**src/design/ps2rf_pkg.sv**
```systemverilog
// Shared types and constants for the PS/2 port register block.
package ps2rf_pkg;

  localparam int unsigned FIFO_DEPTH_DEF = 256;

  localparam logic [1:0] MODE_READ  = 2'd0;
  localparam logic [1:0] MODE_WRITE = 2'd1;
  localparam logic [1:0] MODE_RX    = 2'd2;

  localparam logic [2:0] ADDR_DATA = 3'd0;
  localparam logic [2:0] ADDR_CTRL = 3'd4;

  localparam logic [3:0] ACCESS_WORD = 4'd4;

  typedef struct packed {
    logic [1:0] mode;
    logic [2:0] address;
    logic [3:0] access_size;
    logic [7:0] write_data;
    logic [7:0] rx_byte;
  } ps2rf_in_t;

  typedef struct packed {
    logic [31:0] read_data;
    logic        access_ok;
    logic        tx_valid;
    logic [7:0]  tx_byte;
    logic        irq_level;
  } ps2rf_out_t;

  typedef struct packed {
    logic load;
    logic exec;
  } ps2rf_cmd_t;

endpackage

```
**src/design/ps2rf_ctrl.sv**
```systemverilog
// Controller state machine that sequences capture, execution and result handoff.
module ps2rf_ctrl (
  input  logic              clk_i,
  input  logic              rst_ni,
  input  logic              in_valid_i,
  output logic              in_ready_o,
  output logic              out_valid_o,
  input  logic              out_ready_i,
  output ps2rf_pkg::ps2rf_cmd_t cmd_o
);
  import ps2rf_pkg::*;

  typedef enum logic {
    ST_IDLE,
    ST_EXEC
  } state_e;

  state_e state_q;
  logic   out_valid_q;
  logic   accept;

  assign in_ready_o  = (state_q == ST_IDLE) && (!out_valid_q || out_ready_i);
  assign accept      = in_valid_i && in_ready_o;
  assign out_valid_o = out_valid_q;
  assign cmd_o.load  = accept;
  assign cmd_o.exec  = (state_q == ST_EXEC);

  always_ff @(posedge clk_i or negedge rst_ni) begin
    if (!rst_ni) begin
      state_q     <= ST_IDLE;
      out_valid_q <= 1'b0;
    end else begin
      unique case (state_q)
        ST_IDLE: begin
          if (out_ready_i) begin
            out_valid_q <= 1'b0;
          end
          if (accept) begin
            state_q <= ST_EXEC;
          end
        end
        ST_EXEC: begin
          out_valid_q <= 1'b1;
          state_q     <= ST_IDLE;
        end
        default: begin
          state_q <= ST_IDLE;
        end
      endcase
    end
  end

endmodule

```
**src/design/ps2rf_datapath.sv**
```systemverilog
// Datapath with the word register, receive FIFO, interrupt flags and result register.
module ps2rf_datapath #(
  parameter int unsigned FifoDepth = ps2rf_pkg::FIFO_DEPTH_DEF
) (
  input  logic                  clk_i,
  input  logic                  rst_ni,
  input  ps2rf_pkg::ps2rf_cmd_t cmd_i,
  input  ps2rf_pkg::ps2rf_in_t  in_word_i,
  output ps2rf_pkg::ps2rf_out_t out_word_o
);
  import ps2rf_pkg::*;

  localparam int unsigned PtrW = (FifoDepth > 1) ? $clog2(FifoDepth) : 1;
  localparam int unsigned CntW = $clog2(FifoDepth + 1);
  localparam logic [PtrW-1:0] PtrLast = PtrW'(FifoDepth - 1);
  localparam logic [CntW-1:0] CntFull = CntW'(FifoDepth);

  logic [7:0] mem_q [FifoDepth];
  logic [7:0] mem_rd_q;

  ps2rf_in_t  item_q;
  ps2rf_out_t out_q, out_d;

  logic [PtrW-1:0] rptr_q, rptr_d, wptr_q, wptr_d;
  logic [CntW-1:0] cnt_q, cnt_d;
  logic            ien_q, ien_d, pend_q, pend_d, line_q, line_d;
  logic            push;
  logic [15:0]     cnt_ext;

  assign cnt_ext    = 16'(cnt_q);
  assign out_word_o = out_q;

  always_comb begin
    rptr_d = rptr_q;
    wptr_d = wptr_q;
    cnt_d  = cnt_q;
    ien_d  = ien_q;
    pend_d = pend_q;
    line_d = line_q;
    push   = 1'b0;
    out_d  = '0;
    unique case (item_q.mode)
      MODE_READ: begin
        if (item_q.access_size == ACCESS_WORD) begin
          out_d.access_ok = 1'b1;
          if (item_q.address == ADDR_DATA) begin
            line_d = 1'b0;
            if (cnt_q != '0) begin
              out_d.read_data = {cnt_ext, 1'b1, 7'b0, mem_rd_q};
              rptr_d = (rptr_q == PtrLast) ? '0 : rptr_q + 1'b1;
              cnt_d  = cnt_q - 1'b1;
            end
          end else if (item_q.address == ADDR_CTRL) begin
            out_d.read_data = {23'b0, pend_q, 7'b0, ien_q};
          end
        end
      end
      MODE_WRITE: begin
        if (item_q.access_size == ACCESS_WORD) begin
          if (item_q.address == ADDR_DATA) begin
            out_d.access_ok = 1'b1;
            out_d.tx_valid  = 1'b1;
            out_d.tx_byte   = item_q.write_data;
          end else if (item_q.address == ADDR_CTRL) begin
            out_d.access_ok = 1'b1;
            ien_d = item_q.write_data[0];
          end
        end
      end
      MODE_RX: begin
        if (cnt_q < CntFull) begin
          push   = 1'b1;
          wptr_d = (wptr_q == PtrLast) ? '0 : wptr_q + 1'b1;
          cnt_d  = cnt_q + 1'b1;
        end
        if (ien_q) begin
          pend_d = 1'b1;
          line_d = 1'b1;
        end
      end
      default: begin
      end
    endcase
    out_d.irq_level = line_d;
  end

  always_ff @(posedge clk_i) begin
    if (cmd_i.exec && push) begin
      mem_q[wptr_q] <= item_q.rx_byte;
    end
    mem_rd_q <= mem_q[rptr_q];
    if (cmd_i.load) begin
      item_q <= in_word_i;
    end
    if (cmd_i.exec) begin
      out_q <= out_d;
    end
  end

  always_ff @(posedge clk_i or negedge rst_ni) begin
    if (!rst_ni) begin
      rptr_q <= '0;
      wptr_q <= '0;
      cnt_q  <= '0;
      ien_q  <= 1'b0;
      pend_q <= 1'b0;
      line_q <= 1'b0;
    end else if (cmd_i.exec) begin
      rptr_q <= rptr_d;
      wptr_q <= wptr_d;
      cnt_q  <= cnt_d;
      ien_q  <= ien_d;
      pend_q <= pend_d;
      line_q <= line_d;
    end
  end

`ifndef SYNTHESIS
  a_cnt_bound: assert property (@(posedge clk_i) disable iff (!rst_ni)
    cnt_q <= CntFull)
    else $error("FIFO count exceeds depth");

  a_empty_ptrs: assert property (@(posedge clk_i) disable iff (!rst_ni)
    (cnt_q == '0) |-> (rptr_q == wptr_q))
    else $error("Empty FIFO with unequal pointers");

  a_pend_sticky: assert property (@(posedge clk_i) disable iff (!rst_ni)
    pend_q |=> pend_q)
    else $error("Pending flag cleared without reset");

  a_line_needs_pend: assert property (@(posedge clk_i) disable iff (!rst_ni)
    line_q |-> pend_q)
    else $error("Interrupt line high without pending flag");
`endif

endmodule

```
**src/design/ps2_port_register_fifo.sv**
```systemverilog
// Top level of the PS/2 port register block with receive FIFO.
// The edge that accepts an input word captures it and enters the execute state, which then registers the result word.
// A new input word is not taken during the execute state, which waits on
// the registered read port of the receive FIFO memory, nor while a result is held unaccepted.
// Reset clears pointers, count, interrupt flags and handshake state at once;
// the FIFO storage itself is not cleared and there is no clearing pass.
module ps2_port_register_fifo #(
  parameter int unsigned FifoDepth = ps2rf_pkg::FIFO_DEPTH_DEF
) (
  input  logic                  clk_i,
  input  logic                  rst_ni,
  input  logic                  in_valid_i,
  output logic                  in_ready_o,
  input  ps2rf_pkg::ps2rf_in_t  in_word_i,
  output logic                  out_valid_o,
  input  logic                  out_ready_i,
  output ps2rf_pkg::ps2rf_out_t out_word_o
);
  import ps2rf_pkg::*;

  ps2rf_cmd_t cmd;

  ps2rf_ctrl u_ctrl (
    .clk_i       (clk_i),
    .rst_ni      (rst_ni),
    .in_valid_i  (in_valid_i),
    .in_ready_o  (in_ready_o),
    .out_valid_o (out_valid_o),
    .out_ready_i (out_ready_i),
    .cmd_o       (cmd)
  );

  ps2rf_datapath #(
    .FifoDepth (FifoDepth)
  ) u_datapath (
    .clk_i      (clk_i),
    .rst_ni     (rst_ni),
    .cmd_i      (cmd),
    .in_word_i  (in_word_i),
    .out_word_o (out_word_o)
  );

endmodule

```
**config.mk**
```make
export PLATFORM = sky130hd
export DESIGN_NAME = ps2_port_register_fifo
export DESIGN_NICKNAME = d
export VERILOG_FILES = /design/src/design/ps2rf_pkg.sv /design/src/design/ps2rf_ctrl.sv /design/src/design/ps2rf_datapath.sv /design/src/design/ps2_port_register_fifo.sv
export SDC_FILE = /design/constraint.sdc
export NUM_CORES = 2
export LEC_CHECK = 0
export ABC_AREA = 1
export BUFFER_PORTS_ARGS = -buffer_cell sky130_fd_sc_hd__buf_4
export CORE_MARGIN = 3
export CORE_UTILIZATION = 30
export CTS_CLUSTER_SIZE = 30
export DETAILED_ROUTE_END_ITERATION = 7
export GPL_TIMING_DRIVEN = 0
export PLACE_DENSITY_LB_ADDON = 0.12
export SYNTH_ARGS = -nofsm -noshare
export SYNTH_HDL_FRONTEND = slang
export SYNTH_HIERARCHICAL = 1
export SYNTH_SLANG_ARGS = --single-unit
```
**constraint.sdc**
```tcl
create_clock -name clk_i -period 4.2 [get_ports clk_i]
set_clock_uncertainty 0.1 [all_clocks]
set_input_delay 0.84 -clock clk_i [delete_from_list [all_inputs] [get_ports clk_i]]
set_output_delay 0.84 -clock clk_i [all_outputs]
set_load 0.01 [all_outputs]
```
==> metrics.md <==
| Metric | Value |
|---|---|
| Starting Density | `30.2%` |
| Row Count | `200` |
| Post-synth EDFFs | `2103` |
| Failing checks | `negative setup slack` |
| LEAKAGE | `40.3 nW` |
| Clk_lat worst skew | `0.92 ns` |
| Most frequent cells in the layout | `2318 x nand2_1, 2103 x edfxtp_1, 1146 x nor2_1, 681 x inv_1, 672 x nand3_1` |
| Wirelength, routed | `402000 um` |
| CP max FO | `8` |
| Total Power | `47.2 mW` |
| Clock sinks | `2141` |
| DP Area | `0.0983 mm2` |
| First-iteration detailed-routing DRC count | `8340` |
| Final Cycle Share | `108%` |
| Core area | `0.298 mm2` |
| RSZ-0062 raised after global routing | `true` |
| Antenna-violating nets left | `0` |
| Crit end category | `register` |
| DIE WIDTH | `554 um` |
| Routability-driven placement congestion ratio | `0.965` |
| Post-Syn Instances | `8350` |
| Die area | `0.306 mm2` |
| CTS tree | `built` |
| WL per Instance | `30.9 um` |
| Dpl hpwl | `293000 um` |
| Warnings from Yosys | `6` |
| Post-synth top flop | `edfxtp_1` |
| Area Overhead vs Synth | `19.1%` |
| Synth cell types | `34` |
| CP Data Arrival Time | `4.96 ns` |
| Port Buffer Count | `60` |
| H-tree depth | `4` |
| Global-route wire length before repair | `534000 um` |
| Cell Count, Final, Fillers Out | `13000` |
| Worst hold path type | `in -> reg` |
| Syn Std Cell Area | `0.0899 mm2` |
| Fin crit period | `4.53 ns` |
| Slew Limit Fails | `0` |
| Syn Area/Cell | `10.8 um2` |
| Final Setup Violations | `351` |
| Die H | `554 um` |
| Status | `complete, but fails checks` |
| Max_cap viols | `0` |
| Clock root buffer | `clkbuf_16` |
| Power Dens Cells | `441 mW/mm2` |
| Maximum VDD drop | `0.000331 V` |
| Post-synthesis sequential area ratio | `71.2%` |
| Layout cells sized above 1 | `10.7%` |
| DRC Markers | `0` |
| CTS Buffer Depth | `4` |
| GRT overflow | `0` |
| Critical path class | `reg -> reg` |
| CP cell instances | `nor2_1 -> ha_1 -> nand2_1 -> nor2_1 -> nand2_1 -> clkbuf_1 -> buf_8 -> nor2_2` |
| Total GRT Usage | `25.4%` |
| TritonCTS Buffers | `240` |
| Worst-margin pin slew | `1.46 ns` |
| Startpoint Class | `register` |
| F_max | `221 MHz` |
| Final instance area | `0.107 mm2` |
| Rel. slew slack | `2.55%` |
| Most common cell after layout, fill and taps aside | `nand2_1` |
| Io pins | `74` |
| Nets@finish | `8903` |
| Via-to-Cell Ratio | `5.08` |
| Initial antenna violation count | `41` |
| Delay of the slowest cell on the worst path | `0.86 ns` |
| DRT Pass-1 Iters | `6` |
| Worst R2R Setup Slack | `-0.33 ns` |
| Hold slack | `0.0743 ns` |
| FFs w/ async S/R, synth | `1.40%` |
| Final worst slack | `-0.329 ns` |
| Flops & latches, synth | `2141` |
| Slowest CP cell | `nand2_1` |
| Vias | `66100` |
| Cell count after placement | `12500` |
| Clock slew seen by the registers of the worst setup and hold paths | `0.06 ns` |
| Pin count of the biggest net entering global routing | `36` |
| Hold Vio Cnt, Final | `0` |
| Vias in the first global route | `61400` |
| CP required | `4.63 ns` |
-- final timing paths --
check	start	endpoint	depth (start not counted)
min reg2reg	u_datapath/pend_q	u_datapath/pend_q	2
min in group asynchronous	rst_ni	u_ctrl/state_q	2
max	u_datapath/item_q[23]	u_datapath/mem_q[73][0]	8
max reg2reg	u_datapath/item_q[23]	u_datapath/mem_q[73][0]	8
max in group asynchronous	rst_ni	u_datapath/rptr_q[6]	2
min	in_valid_i	u_ctrl/state_q	3
-- cell type report --
type	count	area (um2)
diodes	20	50.0
plain buffers	471	2340
clock buffers	313	6390
clock inverters	122	867
fillers	29500	190000
inverters	691	2600
multi-input cells	5057	21700
flip-flops and latches	2141	64100
well taps	3939	4930
repair buffers	258	4150
-- state kept, by name, indices dropped and copies added (netlist names) --
register,flops
u_ctrl/out_valid_o,1
u_ctrl/state_q,1
u_datapath/cnt_q,9
u_datapath/ien_q,1
u_datapath/item_q,25
u_datapath/line_q,1
u_datapath/mem_q,2048
u_datapath/mem_rd_q,8
u_datapath/out_word_o,30
u_datapath/pend_q,1
u_datapath/rptr_q,8
u_datapath/wptr_q,8
-- critical path: cells and delay by family (launching register included) --
| family | cells | cell delay, ns |
|---|---|---|
| adder cells (fa/ha/maj) | 1 | 0.23 |
| AND/OR/NAND/NOR | 5 | 2.50 |
| flip-flops | 1 | 0.44 |
| buffers and inverters | 2 | 0.82 |
-- through the flow --
step                      setup WS, ns  util (%)  TNS [ns]
final                           -0.329      36.0    -41.70
after floorplan                 0.0543         -         0
after detailed placement        -0.861      33.1   -560.59
after CTS                       -0.508      35.8   -186.09
after global placement           -6.37      32.0         -
after global routing            -0.323      36.0    -49.45
-- synthesized netlist by cell type, types with 30 or more instances --
library cell	count	area, um2
buf_1	76	285
clkbuf_1	223	837
nand2_1	2331	8750
buf_2	138	691
a21oi_1	94	470
nor2_1	1272	4770
nand3_1	672	3360
o21ai_0	511	2560
edfxtp_1	2103	63200
dfrtp_1	30	751
inv_1	681	2560
o211ai_1	73	548
-- where the power goes --
part           switching [mW]  internal [mW]  total (mW)
clock network            8.77           11.2        20.0
logic                    2.48          0.972        3.46
registers              0.0928           23.7        23.7
total                    11.3           35.9        47.2
-- per-layer routing --
metal  vias to the layer above  GRT usage (%)  routed length (um)
met3                       702           4.26               31400
li1                      29000              -                   -
met1                     33300           33.8              165000
met5                         -          0.391                 218
met4                         8           12.0               22700
met2                      3124           40.5              183000
-- timing repair --
action / CTS / global route
buffers inserted: 51 / 6
hold endpoints to repair: 55 / 0
hold buffers: 26 / 0
pin swaps: 38 / 7
setup endpoints to repair: 1378 / 1129
gates resized for setup: 179 / 155
-- kinds of logic after synthesis --
logic type	synth area share [%]
adder cells (fa/ha/maj)	0.203
XOR/XNOR	0.146
AO/OA/AOI/OAI	4.12
buffers and inverters	5.23
AND/OR/NAND/NOR	19.1
flip-flops	71.2
other	0.00417
Note: power is estimated with default switching activity, not from simulation.
